### src/hw/rtl/mtbr_queue.sv
// Small first-in first-out queue of flat words.
// Depends on nothing; used for the command and result queues.

module mtbr_queue #(
    parameter int WIDTH = 8,
    parameter int DEPTH = 2
) (
    input  logic             clk,
    input  logic             rst_n,
    input  logic             wr_en,
    input  logic [WIDTH-1:0] wr_data,
    output logic             full,
    input  logic             rd_en,
    output logic [WIDTH-1:0] rd_data,
    output logic             empty
);

    localparam int PTR_W = $clog2(DEPTH);
    localparam int CNT_W = $clog2(DEPTH + 1);

    logic [WIDTH-1:0] slot_reg [DEPTH];
    logic [PTR_W-1:0] wr_ptr_reg;
    logic [PTR_W-1:0] rd_ptr_reg;
    logic [CNT_W-1:0] count_reg;
    logic             wr_fire;
    logic             rd_fire;

    assign full    = (count_reg == CNT_W'(DEPTH));
    assign empty   = (count_reg == '0);
    assign wr_fire = wr_en && !full;
    assign rd_fire = rd_en && !empty;
    assign rd_data = slot_reg[rd_ptr_reg];

    // storage slots
    always_ff @(posedge clk)
    begin
        if (wr_fire)
        begin
            slot_reg[wr_ptr_reg] <= wr_data;
        end
    end

    // pointers and fill count
    always_ff @(posedge clk or negedge rst_n)
    begin
        if (!rst_n)
        begin
            wr_ptr_reg <= '0;
            rd_ptr_reg <= '0;
            count_reg  <= '0;
        end
        else
        begin
            if (wr_fire)
            begin
                wr_ptr_reg <= (wr_ptr_reg == PTR_W'(DEPTH - 1)) ? '0 : wr_ptr_reg + 1'b1;
            end
            if (rd_fire)
            begin
                rd_ptr_reg <= (rd_ptr_reg == PTR_W'(DEPTH - 1)) ? '0 : rd_ptr_reg + 1'b1;
            end
            unique case ({wr_fire, rd_fire})
                2'b10:   count_reg <= count_reg + 1'b1;
                2'b01:   count_reg <= count_reg - 1'b1;
                default: count_reg <= count_reg;
            endcase
        end
    end

endmodule

### config.mk
export PLATFORM = sky130hd
export DESIGN_NAME = mtbr_queue
export DESIGN_NICKNAME = d
export VERILOG_FILES = /design/src/hw/rtl/mtbr_queue.sv
export SDC_FILE = /design/constraint.sdc
export NUM_CORES = 1
export LEC_CHECK = 0
export BUFFER_PORTS_ARGS = -buffer_cell sky130_fd_sc_hd__buf_4
export CAP_MARGIN = 0
export CORE_MARGIN = 8
export CORE_UTILIZATION = 52
export CTS_CLUSTER_SIZE = 20
export DETAILED_ROUTE_END_ITERATION = 10
export PLACE_DENSITY = 0.8
export SYNTH_ARGS = -nofsm -noshare
export SYNTH_HDL_FRONTEND = slang
export SYNTH_SLANG_ARGS = --single-unit
### constraint.sdc
create_clock -name clk -period 4.4 [get_ports clk]
set_clock_uncertainty 0.1 [all_clocks]
set_input_delay 1.1 -clock clk [delete_from_list [all_inputs] [get_ports clk]]
set_output_delay 1.1 -clock clk [all_outputs]
set_load 0.01 [all_outputs]
; Yosys cells after proc, flatten, opt, wreduce, memory -nomap -nowiden
; Memory sizes are Yosys's and may differ from the RTL's.
; Cells that the tools add are included.
[op_classes]
addsub = 4
n_eq_ne = 3
mux = 5
n_reduce_logical = 6
[ops]
columns = op, count
row1 = $eq A2 B2 Y1 const B, 2
row2 = $mux W1, 4
row3 = $pmux W2 S2, 1
row4 = $add A1 B1 Y1 const B, 2
row5 = $add A2 B1 Y2 const B, 1
row6 = $eq A2 B1 Y1 const B, 1
row7 = $logic_and A1 B1 Y1, 2
row8 = $logic_not A1 Y1, 2
row9 = $logic_not A2 Y1, 1
row10 = $reduce_bool A2 Y1, 1
row11 = $sub A2 B1 Y2 const B, 1
[totals]
reg_bits = 4
ramBits = 16
inputBits = 12
output_inout_bits = 10
elab_cells = 22
memories = 1
[memory_table]
columns = memory, depth, width, rd, rd_ports_with_merged_regs, write_ports, line_no
row1 = slot_reg, 2, 8, 1, 0, 1, 21  ; logic [WIDTH-1:0] slot_reg [DEPTH];

; Logic depth before layout (Yosys ltp)
; Gate-level depths: netlist of the first run.
[depth]
ltp_word = 5
mapped_depth = 6
ltp_nobuf = 6

; Worst setup path after synthesis of the first run
; OpenSTA, ideal clock, no wires.
[synth_path]
path_type = flip-flop to output port
startpoint = register rd_ptr_reg
endpoint = output port rd_data[0]
arrival_time_ns = 0.857
required_ns = 3.200
slack_ns = 2.343
stages_incl_launch_ff = 3
n_path_buf = 1
cell_sequence = dfrtp_1 > buf_2 > mux2_2
[synth_via]
elab_chain_len = 1
[synth_rtl]
columns = element, line_no
row1 = start: declaration, 23  ; logic [PTR_W-1:0] rd_ptr_reg;
row2 = start signal: assignment, 60  ; rd_ptr_reg <= (rd_ptr_reg == PTR_W'(DEPTH - 1)) ? '0 : rd_ptr_reg + 1'b1;
row3 = $mem_v2 Z2 W8, --
row4 = end: declaration, 14  ; output logic [WIDTH-1:0] rd_data,
; No other way between the ends.

; Final worst setup path of the first run
[layout_path]
startpoint = register rd_ptr_reg
endpoint = output port rd_data[7]
; Same word-level chain as after synthesis.

==> summary.txt, run 1 <==
Setup path
  • Worst path top cell family by delay: flip-flops
  • Worst Path Max Fanout: 9
  • Reg2reg setup slack: around 2800 ps
  • Crit path largest cell delay: a little under 600 ps
  • CP arrival: about 1400 ps
  • CP max stage cell: dfrtp_1
  • CP Cell Sequence: mux2_2, buf_4
  • R2R depth: 3
  • Reg-to-reg startpoint: count_reg[0]
  • CP Capture Type: output pin
  • Worst reg2reg path endpoint: slot_reg[0][5]
  • CP Class: flip-flop to output pin
  • Setup crit start kind: flip-flop
  • Buffer and inverter count on the worst path: 1
  • CP Data Required Time: ~3200 ps

Power
  • Lkg Pwr: a little under 0.4 nW
  • Max VDD drop: roughly 380 uV
  • Pwr dens: around 630 mW/mm^2

Logic synthesis
  • Synth area leaders: edfxtp_1 (62%), dfrtp_1 (13%), mux2_2 (12%)
  • Synth cell types: 13
  • Syn Area/Cell: between 15 and 20 um^2
  • Number of synthesized register bits: 20
  • Synth warnings: 0
  • Cell Area, Synth: 772 um^2
  • Cells after synthesis: 43
  • Leading area contributor after synthesis: edfxtp_1
  • Synth Area in Adders: 0.0162
  • Largest family of logic cells by synthesized area: multiplexers
  • Register area share after synthesis: 0.752
  • Post-synthesis compound-gate area fraction: 0
  • Simple-Gate Fraction of Synth Area: 0.0470
  • Share of the synthesized area in the top cell type: 0.622
  • Multiplexer area fraction after synthesis: 0.117
  • Post-synthesis xor/xnor area fraction: 0.0567
  • Post-Syn Nets: 56

Die
  • Starting Density: 0.531
  • Die Y-Extent: about 55 um
  • Core area: between 0.001 and 0.0015 mm^2
  • Top-Level Pins: 22
  • Die X-Extent: between 50 and 60 um
  • Site Rows: 14
  • Die area: approximately 0.003 mm^2

Clock tree
  • # hold bufs at CTS: 0
  • TritonCTS clock tree: done
  • Htree depth: 1
  • Root Buffer: clkbuf_4
  • CTS Buffer Depth: 2
  • Clock slew at reported path FFs: around 110 ps
  • Cts bufs inserted: 3
  • Post-CTS Setup Inserts: 0
  • Num Clock Sinks: 20
  • Post-CTS Resized: 0
  • Clock latency at the later pin of the worst-skew pair: between 200 and 300 ps

Timing
  • RSZ-0062 raised after global routing: no
  • Final Hold Fails: 0
  • Worst-margin pin slew: 634 ps
  • Min Tclk post-route: between 2000 and 3000 ps
  • TNS Setup: 0 ps
  • Tcrit/Tclk final: 0.595
  • Setup slack after layout: around 1800 ps
  • # setup viols final: 0
  • Slew headroom: 0.575
  • Pins Over Slew Limit: 0
  • Fmax: around 380 MHz

Routing
  • Via density: about 5
  • Drt wl/cell: about 16 um
  • First drt pass iteration count: 2
  • Initial DRC Count: 4
  • Final antenna-violating net count: 0
  • DR vias: around 430
  • DRC violations left: 0
  • Final WL: 1330 um

Cells and area
  • Fraction of layout cells with a size suffix above 1: 0.493
  • Nets: about 80
  • P&R area growth vs syn: 25.8%
  • Fin cells: 83
  • Max reg flops: 16
  • FILL cells: approximately 110
  • Final Util: 0.668
  • Diodes inserted: 0

GRT
  • Total Routing Usage GR: 0.101
  • Vias in the first global route: 485
  • Largest net degree at the start of global routing: 12
  • GRT Residual Overflow: 0
  • First-pass GRT wire length: 2080 um
  • Initial antenna violation count: 0

Hold path
  • Worst Hold Class: flip-flop to flip-flop
  • Worst hold stages: 1
  • Worst Hold Launch: wr_ptr_reg
  • Hold Path Sink: wr_ptr_reg

Place
  • Placed cells: 79
  • Pre-CTS setup slack: about 2100 ps
  • GP Congestion: approximately 0.66
  • DP Wirelength: just over 1000 um
  • PortBufs: 21

Outcome
  • Status: finished clean

Run
  • Max-cap violations: 0
==> cell usage in the layout, fill, tap and decap left out <==
cell type	count
and3_1	1
buf_4	21
clkbuf_4	3
clkinv_1	1
dfrtp_1	4
edfxtp_1	16
ha_1	1
inv_1	1
mux2_2	8
nand2_1	1
nand2b_1	1
nor2_1	3
nor2b_2	1
xnor2_1	3
xor2_1	2
==> through the flow <==
step | power, mW | instance area, um^2 | hold slack, ps
2_1_floorplan | 0.437 | 772 | 361
3_3_place_gp | 0.527 | 945 | 384
3_5_place_dp | 0.534 | 945 | 386
4_1_cts | 0.618 | 971 | 403
5_1_grt | 0.645 | 971 | 432
6_report | 0.609 | 971 | 405
==> cells in the mapped netlist (all sizes together) <==
cell type	n
edfxtp	16
mux2	8
dfrtp	4
nor2	3
xnor2	3
xor2	2
and3	1
buf	1
ha	1
inv	1
nand2	1
nand2b	1
nor2b	1
==> power by group <==
group          internal, mW  switching [mW]
clock                0.0330          0.0527
combinational         0.125          0.0955
sequential            0.265          0.0380
total                 0.423           0.186
==> cell type report <==
cell class                      instances  area [um^2]  share of cell area
Clock buffer                            3         22.5              0.0232
Clock inverter                          1         3.75             0.00387
Tap cell                               16         20.0              0.0206
Sequential cell                        20          581               0.598
Inverter                                1         3.75             0.00387
Timing Repair Buffer                   21          158               0.162
Multi-Input combinational cell         21          183               0.188
==> how the worst max path moves through the flow <==
stage                           from    endpoint  slack (ps)  cells past startpoint
after floorplan           rd_ptr_reg  rd_data[0]        2340                      2
after global routing      rd_ptr_reg  rd_data[3]        1710                      2
final                     rd_ptr_reg  rd_data[7]        1780                      2
after CTS                 rd_ptr_reg  rd_data[7]        1760                      2
after detailed placement  rd_ptr_reg  rd_data[7]        2110                      2
after global placement    rd_ptr_reg  rd_data[2]        2110                      2
==> routing by layer <==
metal / global-route usage / share of wire
met2: 0.179 / 0.54
met4: 0.0738 / 0.019
met5: 0 / 0
met1: 0.0954 / 0.37
met3: 0.0326 / 0.071
==> logic make-up after synthesis <==
logic type    Yosys count
flops                  20
mux                     8
simple gates            7
xor+xnor                5
buf+inv                 2
fa+ha+maj               1
Note: power is estimated with default switching activity, not from simulation.
==> run 2: changes to the inputs <==
- CORE_UTILIZATION: 52 -> 43
- PLACE_DENSITY: 0.8 -> 0.71
- clock period: 4.4 -> 2.15 ns (I/O delays scaled with it)
==> summary.txt, run 2 (synthesis gave the netlist of run 1 again) <==
Routing
  • Drt wl/cell: 13.1 um (was 16.0 um)
  • Final WL: 1230 um (was 1330 um)
  • DR vias: 422 (was 427)
  • Initial DRC Count: 9 (was 4)
  • First drt pass iteration count: 4 (was 2)
  • DRC violations left: 0 (unchanged)
  • Via density: 4.49 (was 5.14)
  • Final antenna-violating net count: 0 (unchanged)

GRT
  • Largest net degree at the start of global routing: 12 (unchanged)
  • First-pass GRT wire length: 1900 um (was 2080 um)
  • Initial antenna violation count: 0 (unchanged)
  • Vias in the first global route: 417 (was 485)
  • Total Routing Usage GR: 0.0760 (was 0.101)
  • GRT Residual Overflow: 0 (unchanged)

Cells and area
  • Most frequent cells in the layout: buf_4 (22), edfxtp_1 (16), mux2_2 (8) (was buf_4 (21), edfxtp_1 (16), mux2_2 (8))
  • Nets: 83 (was 81)
  • Diodes inserted: 0 (unchanged)
  • Finished Cell Area: 0.00100 mm^2 (was 971 um^2)
  • Max reg flops: 16 (unchanged)
  • FILL cells: 135 (was 108)
  • Most common cell after layout, fill and taps aside: buf_4 (unchanged)
  • Fraction of layout cells with a size suffix above 1: 0.507 (was 0.493)
  • P&R area growth vs syn: 29.7% (was 25.8%)

Setup path
  • Worst Path Max Fanout: 9 (unchanged)
  • CP Capture Type: output pin (unchanged)
  • Worst reg2reg path endpoint: count_reg[1] (was slot_reg[0][5])
  • Reg2reg setup slack: 660 ps (was 2750 ps)
  • CP arrival: 1300 ps (was 1420 ps)
  • CP Data Required Time: 1510 ps (was 3200 ps)
  • CP Capture Point: rd_data[7] (unchanged)
  • Critical Path Source: rd_ptr_reg (unchanged)
  • Setup crit start kind: flip-flop (unchanged)
  • CP Class: flip-flop to output pin (unchanged)
  • Reg-to-reg startpoint: count_reg[0] (unchanged)
  • R2R depth: 5 (was 3)

Die
  • Starting Density: 0.452 (was 0.531)
  • Core area: 0.00171 mm^2 (was 0.00145 mm^2)
  • Die area: 0.00341 mm^2 (was 0.00297 mm^2)
  • Die Y-Extent: 58.4 um (was 54.5 um)
  • Site Rows: 15 (was 14)
  • Top-Level Pins: 22 (unchanged)
  • Die X-Extent: 58.4 um (was 54.5 um)

Timing
  • # setup viols final: 0 (unchanged)
  • Slew headroom: 0.738 (was 0.575)
  • Pins Over Slew Limit: 0 (unchanged)
  • Fmax: between 500 and 600 MHz
  • Worst-margin pin slew: 393 ps (was 634 ps)
  • Min Tclk post-route: 1940 ps
  • Hold Slack: 328 ps (was 405 ps)
  • TNS Setup: 0 ps (unchanged)
  • Final Hold Fails: 0 (unchanged)
  • Tcrit/Tclk final: 0.902
  • RSZ-0062 raised after global routing: no (unchanged)

Place
  • PortBufs: 21 (unchanged)
  • DP Wirelength: 907 um (was 1030 um)
  • GP Congestion: 0.682 (was 0.664)
  • Post-Place Cell Area: 963 um^2 (was 945 um^2)

Hold path
  • Worst Hold Class: input pin to flip-flop (was flip-flop to flip-flop)

Outcome
  • Status: finished clean (unchanged)

Power
  • Lkg Pwr: 0.404 nW (was 0.395 nW)
  • Max VDD drop: 926 uV (was 380 uV)
  • Pwr dens: 1250 mW/mm^2 (was 627 mW/mm^2)

Clock tree
  • Cts bufs inserted: 3 (unchanged)
  • Root Buffer: clkbuf_4 (unchanged)
  • CTS Buffer Depth: 2 (unchanged)
  • TritonCTS clock tree: done (unchanged)
  • Clock slew at reported path FFs: 100 ps (was 110 ps)
  • Htree depth: 1 (unchanged)
  • Clock latency at the later pin of the worst-skew pair: 280 ps (was 290 ps)
  • Num Clock Sinks: 20 (unchanged)
  • Post-CTS Setup Inserts: 0 (unchanged)

Run
  • Max-cap violations: 0 (unchanged)
[run 2: cell type report]
cell class,instances,area [um^2],area share
inverter,1,3.75,0.00375
sequential,20,582,0.581
tap,25,31.3,0.0313
clock inverter,1,3.75,0.00375
multi-input combinational,21,183,0.182
timing repair buffer,23,175,0.175
clock buffer,3,22.5,0.0225
[run 2: power breakdown]
part	switching (mW)	total [mW]	internal (mW)	leakage, nW
sequential	0.0773	0.621	0.543	0.194
clock	0.0985	0.166	0.0673	0.0154
combinational	0.201	0.466	0.264	0.194
[run 2: repair_timing]
| item | in CTS | in global routing |
|---|---|---|
| gates resized for setup | 0 | 1 |
| setup endpoints to repair | 0 | 1 |
| hold buffers | 1 | 0 |
| hold endpoints to repair | 4 | 0 |
[run 2: per-stage QoR]
stage | setup slack, ps | cells | power [mW] | util
detailed placement | 400 | 89 | 1.10 | 0.564
global placement | 432 | 89 | 1.09 | 0.564
floorplan | 655 | 43 | 0.894 | -
finish | 211 | 94 | 1.25 | 0.586
global route | 130 | 94 | 1.33 | 0.586
CTS | 66.7 | 94 | 1.27 | 0.585
[run 2: critical path, stage by stage (launching register included)]
cell     delay, ps
dfrtp_2        510
mux2_2         370
buf_4          150
[run 2: layer usage]
| metal | track usage | part of all wire | vias to the layer above |
|---|---|---|---|
| li1 | - | - | 208 |
| met1 | 0.0856 | 0.43 | 200 |
| met2 | 0.117 | 0.50 | 12 |
| met3 | 0.0283 | 0.054 | 2 |
| met4 | 0.0524 | 0.014 | 0 |
| met5 | 0 | 0 | - |
[run 2: worst min-delay path by stage]
stage               cells past startpoint       start  slack, ps              to
global route                            1  wr_data[6]        300  slot_reg[1][6]
finish                                  1  wr_data[1]        330  slot_reg[0][1]
CTS                                     1  wr_data[1]        320  slot_reg[0][1]
global placement                        1       rst_n        240    count_reg[0]
floorplan                               0       rst_n        140    count_reg[0]
detailed placement                      1       rst_n        240    count_reg[0]
