**src/hw/rtl/mtbr_pkg.sv**
```systemverilog
// Shared types and constants for the bounded MT19937 generator.
// No dependencies; imported by mtbr_front, mtbr_engine, the top level and the testbench.

package mtbr_pkg;

    // generator geometry
    localparam int STATE_WORDS   = 624;
    localparam int MIDDLE_OFFSET = 397;
    localparam int POS_W         = $clog2(STATE_WORDS);

    // recurrence and tempering constants
    localparam logic [31:0] SEED_MULT  = 32'd1812433253;
    localparam logic [31:0] TWIST_XOR  = 32'h9908_b0df;
    localparam logic [31:0] TEMPER_B   = 32'h9d2c_5680;
    localparam logic [31:0] TEMPER_C   = 32'hefc6_0000;
    localparam logic [31:0] UPPER_BIT  = 32'h8000_0000;
    localparam logic [31:0] LOWER_BITS = 32'h7fff_ffff;

    // opcodes on the input port
    typedef enum logic [1:0] {
        OP_RAW     = 2'd0,
        OP_BOUNDED = 2'd1,
        OP_SEED    = 2'd2
    } opcode_t;

    // classified command kinds
    typedef enum logic [1:0] {
        KIND_RAW,
        KIND_BOUNDED,
        KIND_SEED,
        KIND_FIXED
    } kind_t;

    // command handed from the front end to the engine
    typedef struct packed {
        kind_t       kind;
        logic [31:0] operand;
        logic [31:0] mask;
        logic        err;
    } cmd_t;

    // one result transaction
    typedef struct packed {
        logic [31:0] word;
        logic        err;
    } result_t;

    localparam int CMD_W = $bits(cmd_t);
    localparam int RES_W = $bits(result_t);

endpackage

```
**src/hw/rtl/mtbr_front.sv**
```systemverilog
// Front end: decodes the opcode, flags a zero bound and builds the draw mask.
// Depends on mtbr_pkg.

module mtbr_front
    import mtbr_pkg::*;
(
    input  logic [1:0]  opcode,
    input  logic [31:0] operand_value,
    output cmd_t        cmd
);

    // smallest all-ones mask that covers the bound
    function automatic logic [31:0] smear(input logic [31:0] v);
        logic [31:0] s;
        s = v;
        s = s | (s >> 1);
        s = s | (s >> 2);
        s = s | (s >> 4);
        s = s | (s >> 8);
        s = s | (s >> 16);
        return s;
    endfunction

    // classify the incoming transaction
    always_comb
    begin
        cmd.kind    = KIND_FIXED;
        cmd.operand = operand_value;
        cmd.mask    = '1;
        cmd.err     = 1'b0;
        unique case (opcode_t'(opcode))
            OP_RAW:
            begin
                cmd.kind = KIND_RAW;
            end
            OP_BOUNDED:
            begin
                if (operand_value == 32'd0)
                begin
                    cmd.kind = KIND_FIXED;
                    cmd.err  = 1'b1;
                end
                else
                begin
                    cmd.kind = KIND_BOUNDED;
                    cmd.mask = smear(operand_value);
                end
            end
            OP_SEED:
            begin
                cmd.kind = KIND_SEED;
            end
            default:
            begin
                cmd.kind = KIND_FIXED;
            end
        endcase
    end

endmodule

```
**config.mk**
```make
export PLATFORM = sky130hd
export DESIGN_NAME = mtbr_front
export DESIGN_NICKNAME = d
export VERILOG_FILES = /design/src/hw/rtl/mtbr_pkg.sv /design/src/hw/rtl/mtbr_front.sv
export SDC_FILE = /design/constraint.sdc
export NUM_CORES = 1
export LEC_CHECK = 0
export ABC_CLOCK_PERIOD_IN_PS = 3800
export CAP_MARGIN = 20
export CORE_UTILIZATION = 35
export DETAILED_ROUTE_END_ITERATION = 10
export DONT_BUFFER_PORTS = 1
export GPL_TIMING_DRIVEN = 0
export PLACE_DENSITY = 0.59
export SLEW_MARGIN = 20
export SYNTH_ARGS = -nofsm -noshare
export SYNTH_HDL_FRONTEND = slang
export SYNTH_SLANG_ARGS = --single-unit
```
**constraint.sdc**
```tcl
create_clock -name vclk -period 3.8
set_input_delay 0.76 -clock vclk [all_inputs]
set_output_delay 0.76 -clock vclk [all_outputs]
set_load 0.01 [all_outputs]
```
### Word level (Yosys, flattened, before mapping)

Cells that the tools add are included.

* equal/unequal tests: 2
* multiplexer cells: 5
* bitwise logic cells: 5
* reductions and logical operators: 2

Operators by type and width (number)
* 2-to-1 mux 33 bit: 1
* logical NOT 32 bit: 1
* 2-to-1 mux 32 bit: 1
* bitwise OR 32 x 16 -> 32 bit: 1
* bitwise OR 32 x 24 -> 32 bit: 1
* bitwise OR 32 x 28 -> 32 bit: 1
* bitwise OR 32 x 30 -> 32 bit: 1
* bitwise OR 32 x 31 -> 32 bit: 1
* case mux 2 bit (3 select lines): 1
* equality test 2 x 1 -> 1 bit, second input constant: 1
* equality test 2 bit, second input constant: 1
* logical NOT 2 bit: 1
* 2-to-1 mux 2 bit: 1
* 2-to-1 mux 1 bit: 1

* bits in registers: 0
* input bits: 34
* output and inout port bits: 67
* word-level logic and storage cells: 14

### Longest topological paths before layout

Gate-level depths: netlist of the first run.

* depth in word-level cells: 7
* mapped depth: 5
* mapped depth without buffers: 4

### Worst setup path after synthesis of the first run

Ideal clock, no wire load.

* path kind: in2out
* from: input operand_value[5]
* to: output cmd[30] (netlist bit)
* arrival time: 2293 ps
* slack: 747 ps
* cell stages on the path: 5
* path buffers: 1
* path through: or4_1 nor4_4 nand3_2 buf_2 o21ai_0

RTL lines
* from (decl): line mtbr_front.sv:8 `input logic [31:0] operand_value,`
* to (decl): line mtbr_front.sv:9 `output cmd_t cmd`

==> results of run 1 <==
[cells in the mapped netlist]
master     number  area share, %
o31ai_1         1           0.99
conb_1          1           0.49
nor3_1          4            2.6
nand4b_1        3            3.4
buf_4          33             33
o2111ai_1       1            1.1
o21ai_1         2            1.3
nor4_4          2            5.6
nand3b_1        3            3.0
or4_1           1           0.99
nand2_1        10            4.9
or2_2           2            1.6
and4_1          1            1.1
nand3_1         7            4.6
nand3_2         1            1.3
or3_1           3            2.5
buf_6           1            1.5
nand4_1         1           0.82
nor2_1         16            7.9
or4_4           1            1.5
nor3_4          1            2.1
buf_2           2            1.3
nor4_1          4            3.3
o211ai_1        3            3.0
nand2b_1        3            2.5
clkbuf_1        2           0.99
o21ai_0         3            2.0
inv_1           5            2.5
a211oi_4        1            2.6
[worst max-delay path, delay by kind of cell]
family / cells / cell delay (ps)
AOI/OAI and AO/OA: 1 / 350
buffers and inverters: 1 / 250
and+or+nand+nor: 3 / 1110
[metal layers]
| metal | up-vias | wire (microns) | GRT usage [%] |
|---|---|---|---|
| li1 | 374 | - | - |
| met1 | 348 | 657 | 15.8 |
| met2 | 58 | 928 | 28.2 |
| met3 | 0 | 206 | 1.89 |
| met4 | 0 | 0 | 1.47 |
| met5 | - | 0 | 0 |
[worst min-delay path by stage]
| stage | cells past startpoint | slack [ps] | startpoint | to |
|---|---|---|---|---|
| 3_3_place_gp | 1 | 1610 | operand_value[26] | cmd[59] |
| 3_5_place_dp | 1 | 1610 | operand_value[24] | cmd[57] |
| 5_1_grt | 1 | 1610 | operand_value[21] | cmd[54] |
| 6_report | 1 | 1610 | operand_value[24] | cmd[57] |
| 2_1_floorplan | 1 | 1610 | operand_value[0] | cmd[33] |
| 4_1_cts | 1 | 1610 | operand_value[24] | cmd[57] |
[power groups by stage]
stage          clock network [mW]  registers, mW  logic [mW]
5_1_grt                         0              0      0.0582
4_1_cts                         0              0      0.0546
3_3_place_gp                    0              0      0.0544
6_report                        0              0      0.0542
2_1_floorplan                   0              0      0.0509
3_5_place_dp                    0              0      0.0545
[kinds of logic (layout without fill, tap and decap cells)]
family | count (synthesis) | in the layout | synth area share [%]
AO/OA/AOI/OAI | 11 | 11 | 11.0
other | 1 | 1 | 0.492
AND/OR/NAND/NOR | 63 | 63 | 49.8
buffers and inverters | 43 | 43 | 38.8
[final cells by class]
type / instances / area share [%]
well taps: 27 / 4.25
plain buffers: 38 / 34.7
inverters: 5 / 2.36
multi-input cells: 75 / 58.6
[per-stage QoR]
step | area, sq um | total power, mW | util, % | hold slack, ps | setup slack [ps]
final | 796 | 0.0542 | 39.8 | 1610 | 574
after global routing | 796 | 0.0582 | 39.8 | 1610 | 462
after CTS | 796 | 0.0546 | 39.8 | 1610 | 531
after detailed placement | 796 | 0.0545 | 39.8 | 1610 | 529
after global placement | 796 | 0.0544 | 39.8 | 1610 | 571
after floorplan | 762 | 0.0509 | - | 1610 | 747
==> impl_results.md, run 1 <==
* Register area at 0 sq um
* Number of port buffers at 0
* Sequential share of power at 0%
* Slew headroom at 43.8%
* Post-DRT Antenna Nets at 0
* Synthesized area at 762 sq um
* Worst-path fanout max at 10
* Final nets at 154
* Detailed placement HPWL at 1580 microns
* Global-route usage over all layers at 14.1%
* Via density at 5.38
* Worst-path cell chain: or4_1, nor4_4, nand3_2, buf_2, o21ai_0
* RePlAce Congestion at 0.648
* PD cells at 68.1 nW/um^2
* Share of cells above drive strength 1 at 37.3%
* Req. time, crit path at 3040 ps
* Synth Net Count at 152
* Area occupied by multi-input gates at 467 sq um
* Crit path arrival time at 2470 ps
* Clk_buf instances at 0
* Antenna violations before repair at 0
* Max stage delay on crit path at 630 ps
* Post-cts sizing count at 0
* Pleak at 0.289 nW
* 1st-iter DRT viols at 5
* Final Hold Fails at 0
* CP Class: in -> out
* Fin cells at 145
* Postcts setup bufs at 0
* DR vias at 780
* Diodes inserted at 0
* Cells after synthesis at 118
* Most frequent cells in the layout: 33 x buf_4, 16 x nor2_1, 10 x nand2_1
* Max-cap viol count at 0
* Setup-failing EPs final at 0
* Top-level I/O count at 101
* Min cycle time layout at 3230 ps
* Min-Delay Path Class: in -> out
* Sw Share at 47.1%
* RSZ-0062 raised after global routing: false
* Die height at 48.7 microns
* Layout filler cell count at 232
* Total Neg Setup Slack at 0 ps
* Sw power at 25.5 uW
* Status: finished clean
* First-pass GRT wire length at 2850 microns
* FF+latch count at 0
* Number of remaining DRC errors at 0
* Total Routed Length at 1790 microns
* Core Box Area at 2000 sq um
* Fmax at 310 MHz
* Vias in the first global route at 699
* CP endpoint kind: primary output
* Largest net degree at the start of global routing at 11
* Fin. max-slew vios at 0
* Rows at 16
* Die outline width at 48.7 microns
* Seq/Total Area, Yosys at 0%
* CP endpoint: cmd[30]
* Avg Inst Size Synth at 6.46 sq um
* Actual slew at the worst max-slew pin at 835 ps
* Drt wl/cell at 12.4 microns
* Setup crit start kind: input pin
* Peak supply drop at 33.2 uV
* Iteration count of the initial detailed-routing pass at 4
* Int Pwr at 28.7 uW
* Ys Warns at 0
* Part of the cycle the worst path needs at 84.9%
* Most common cell after layout, fill and taps aside: buf_4
* Placed insts at 145
* Clock network power share at 0%
* Comb pwr share at 100.0%
* Worst Setup SP: operand_value[5]
* Hold Buf Count CTS at 0
* Crit-path slowest cell: or4_1
* Synth unique cells at 29
* Area growth syn-to-layout at 4.43%
* GR Overflow Total at 0
* Initial Util at 38.1%
* Die footprint at 2370 sq um
(Power assumes the default switching activity.)
==> run 2: changes to the inputs <==
Settings changed: ABC_AREA set to 1, ABC_CLOCK_PERIOD_IN_PS 3800 to 2890, PLACE_DENSITY 0.59 to 0.61.
Clock period 3.8 ns to 2.89 ns, I/O delays scaled along.
==> impl_results.md, run 2 <==
* Status: finished clean
* Placed insts at 194
* Antenna violations before repair at 0
* Synthesized area at 863 sq um
* Fmax at 479 MHz
* Number of port buffers at 0
* Global-route usage over all layers at 14.8%
* Iteration count of the initial detailed-routing pass at 4
* Setup-failing EPs final at 0
* WHS Path Cells at 1
* Detailed placement HPWL at 2020 microns
* Top-level I/O count at 101
* Post-route cell area at 898 sq um
* Part of the cycle the worst path needs at 72.3%
* Min-Delay Path Class: in -> out
* Crit path arrival time at 1510 ps
* Drt wl/cell at 11.6 microns
* GR Overflow Total at 0
* FF+latch count at 0
* RSZ-0062 raised after global routing: false
* Share of cells above drive strength 1 at 32.5%
* Cells after synthesis at 166
* CP endpoint kind: primary output
* Total Routed Length at 2240 microns
* Post-cts sizing count at 0
* Final core utilization at 39.5%
* Peak supply drop at 48.9 uV
* Synth unique cells at 22
* Avg Inst Size Synth at 5.20 sq um
* 1st-iter DRT viols at 15
* Crit-path slowest cell: nor2_2
* Most frequent cells in the layout: 38 x nand2_1, 35 x nor2_1, 33 x buf_4
* Most frequent cell after synthesis: nand2_1
* Most common cell after layout, fill and taps aside: nand2_1
* Yosys top cell area share at 28.7%
* Seq/Total Area, Yosys at 0%
* Total Neg Setup Slack at 0 ps
* CP Class: in -> out
* Min cycle time layout at 2090 ps
* First-pass GRT wire length at 3150 microns
* Initial Util at 37.9%
* Die outline width at 51.7 microns
* Die footprint at 2670 sq um
* Clk_buf instances at 0
* Area growth syn-to-layout at 4.06%
* Number of remaining DRC errors at 0
* Register area at 0 sq um
* Final Hold Fails at 0
* Most Frequent Cell on Critical Path: nand2_1
* Postcts setup bufs at 0
* Fin cells at 194
* Vias in the first global route at 771
* Setup crit start kind: input pin
* Hold Startpoint: opcode[1]
* Diodes inserted at 0
* Max stage delay on crit path at 240 ps
* Yosys top cell by area: buf_4
* Area occupied by multi-input gates at 539 sq um
* DR vias at 949
* Core Box Area at 2280 sq um
* Max-cap viol count at 0
* Req. time, crit path at 2310 ps
* Largest net degree at the start of global routing at 11
* Design Power at 79.7 uW
* Worst-path cell chain: inv_1, nand2_1, inv_2, nand2_2, nor2_4, nand2_1, nor2_2, nand2_1
* Post-placement cell area at 898 sq um
* Final nets at 202
* Layout filler cell count at 269
* PD cells at 88.7 nW/um^2
* Fin. max-slew vios at 0
* Most instantiated cells after synthesis: 38 x nand2_1, 35 x nor2_1, 33 x buf_4
* Post-DRT Antenna Nets at 0
* Pleak at 0.378 nW
* Hold Buf Count CTS at 0
* Ys Warns at 0
* Synth Net Count at 200
* Worst-path fanout max at 5
* Die height at 51.7 microns
* Via density at 4.89
* RePlAce Congestion at 0.778
* WHS Endpoint: cmd[0]
* Rows at 17
* Cells taking the most area after synthesis: buf_4 29%, nand2_1 17%, nor2_1 15%, nor2_2 6.5%, nand3_1 6.4%
## run 2: kinds of logic after synthesis
| family | Yosys count | share of synthesized area [%] |
|---|---|---|
| and+or+nand+nor | 114 | 62.0 |
| buffers and inverters | 51 | 37.5 |
| other | 1 | 0.434 |
## run 2: metal layers
metal | part of all wire, % | wire length [microns] | up-vias | GRT usage (%)
li1 | - | - | 479 | -
met1 | 40 | 906 | 409 | 17.7
met2 | 52 | 1160 | 61 | 30.1
met3 | 7.8 | 176 | 0 | 0.585
met4 | 0 | 0 | 0 | 0
met5 | 0 | 0 | - | 0
## run 2: critical path, delay by kind of cell
family,cells,cell delay [ps]
simple gates,6,820
buf+inv,2,130
## run 2: cell type report
type / instances / area share, %
multi-input combinational: 115 / 60.0
buffer: 35 / 29.2
inverter: 16 / 6.82
tap: 28 / 3.90
## run 2: stage by stage
step | worst slack [ps] | hold WS, ps
6_report | 801 | 1210
5_1_grt | 695 | 1210
4_1_cts | 799 | 1210
3_5_place_dp | 804 | 1210
3_3_place_gp | 801 | 1210
2_1_floorplan | 935 | 1200
## run 2: power breakdown
group          internal [mW]  switching [mW]
clock                      0               0
combinational         0.0398          0.0399
sequential                 0               0
total                 0.0398          0.0399
## run 2: worst max-delay path by stage
stage / end / from / slack (ps) / depth (start not counted)
floorplan: cmd[0] / operand_value[9] / 940 / 7
global placement: cmd[6] / opcode[1] / 800 / 8
detailed placement: cmd[12] / operand_value[29] / 800 / 8
CTS: cmd[6] / opcode[1] / 800 / 8
global route: cmd[4] / operand_value[21] / 700 / 8
finish: cmd[6] / opcode[1] / 800 / 8
==> run 3: changes to the inputs <==
Settings changed: ABC_CLOCK_PERIOD_IN_PS 2890 to 2000, PLACE_DENSITY 0.61 to 0.59.
Clock period 2.89 ns to 2 ns, I/O delays scaled along.
==> impl_results.md, run 3 (synthesis gave the netlist of run 2 again) <==
* Status: finished clean
* Fmax at 566 MHz
* Post-DRT Antenna Nets at 0
* Clk_buf instances at 0
* Top-level I/O count at 101
* Postcts setup bufs at 0
* Share of cells above drive strength 1 at 32.5%
* Number of remaining DRC errors at 0
* Post-cts sizing count at 0
* Worst-path fanout max at 4
* Diodes inserted at 0
* Antenna violations before repair at 0
* Sw Share at 49.8%
* First-pass GRT wire length at 3250 microns
* 1st-iter DRT viols at 13
* Post-placement cell area at 898 sq um
* Most frequent cells in the layout: 38 x nand2_1, 35 x nor2_1, 33 x buf_4
* Sequential share of power at 0%
* Register area at 0 sq um
* Comb pwr share at 100.0%
* DR vias at 970
* Number of port buffers at 0
* Initial Util at 37.9%
* Int Pwr at 57.5 uW
* Part of the cycle the worst path needs at 88.3%
* Iteration count of the initial detailed-routing pass at 4
* Die height at 51.7 microns
* Worst-path cell chain: inv_1, nand2_1, inv_2, nand2_2, nor2_4, nand2_1, nor2_2, nand3_1
* Max-cap viol count at 0
* Drt wl/cell at 11.9 microns
* RePlAce Congestion at 0.774
* Max stage delay on crit path at 220 ps
* Detailed placement HPWL at 2060 microns
* GR Overflow Total at 0
* Final Hold Fails at 0
* Clock network power share at 0%
* CP endpoint kind: primary output
* Die outline width at 51.7 microns
* Setup crit start kind: input pin
* RSZ-0062 raised after global routing: false
* Fin. max-slew vios at 0
* Area growth syn-to-layout at 4.06%
* Peak supply drop at 59.7 uV
* Hold Startpoint: opcode[1]
* Final nets at 202
* Vias in the first global route at 815
* Post-route cell area at 898 sq um
* Rows at 17
* CP Class: in -> out
* WHS Endpoint: cmd[0]
* Total Routed Length at 2300 microns
* Via density at 5.00
* Setup-failing EPs final at 0
* Min-Delay Path Class: in -> out
* Hold Buf Count CTS at 0
* Crit path arrival time at 1370 ps
* Most Frequent Cell on Critical Path: nand2_1
* Pleak at 0.378 nW
* Req. time, crit path at 1600 ps
* FF+latch count at 0
* Largest net degree at the start of global routing at 11
* Global-route usage over all layers at 15.6%
* PD cells at 127 nW/um^2
* Crit-path slowest cell: nor2_2
* Die footprint at 2670 sq um
* Min cycle time layout at 1770 ps
* WHS Path Cells at 1
* Total Neg Setup Slack at 0 ps
* Sw power at 57.0 uW
* Core Box Area at 2280 sq um
* Most common cell after layout, fill and taps aside: nand2_1
run 3: cell counts in the layout (fill, tap and decap cells not counted):
Identical to the previous run, type by type.
run 3: area by class of cell:
| cell class | instances | area (sq um) |
|---|---|---|
| fill | 265 | 1380 |
| multi-input combinational | 115 | 539 |
| buffer | 35 | 263 |
| inverter | 16 | 61.3 |
| tap | 28 | 35.0 |
run 3: layer usage:
metal	share of wire, %	vias to the layer above	routed length (microns)	global-route usage (%)
met3	7.6	0	174	1.46
met1	39	430	894	17.5
met2	54	62	1230	32.5
met4	0	0	0	0
li1	-	478	-	-
met5	0	-	0	0
run 3: power by group through the flow:
stage | logic (mW) | clock network (mW) | registers, mW
finish | 0.114 | 0 | 0
detailed placement | 0.116 | 0 | 0
floorplan | 0.106 | 0 | 0
CTS | 0.116 | 0 | 0
global route | 0.125 | 0 | 0
global placement | 0.115 | 0 | 0
run 3: worst max path at each step:
| stage | endpoint | slack [ps] | start |
|---|---|---|---|
| 2_1_floorplan | cmd[0] | 400 | operand_value[9] |
| 4_1_cts | cmd[4] | 230 | opcode[1] |
| 3_3_place_gp | cmd[12] | 270 | operand_value[15] |
| 6_report | cmd[4] | 230 | opcode[1] |
| 3_5_place_dp | cmd[4] | 240 | opcode[1] |
| 5_1_grt | cmd[8] | 140 | operand_value[25] |
run 3: worst max-delay path: cells and delay by family:
kind,cells,cell delay [ps]
AND/OR/NAND/NOR,6,840
buffers and inverters,2,130
run 3: stage by stage:
step / worst slack, ps / hold WS [ps] / total power [mW] / util, % / instances
final: 233 / 849 / 0.115 / 39.5 / 194
after detailed placement: 235 / 850 / 0.116 / 39.5 / 194
after global placement: 268 / 852 / 0.115 / 39.5 / 194
after global routing: 141 / 854 / 0.125 / 39.5 / 194
after floorplan: 401 / 848 / 0.106 / - / 166
after CTS: 234 / 850 / 0.116 / 39.5 / 194
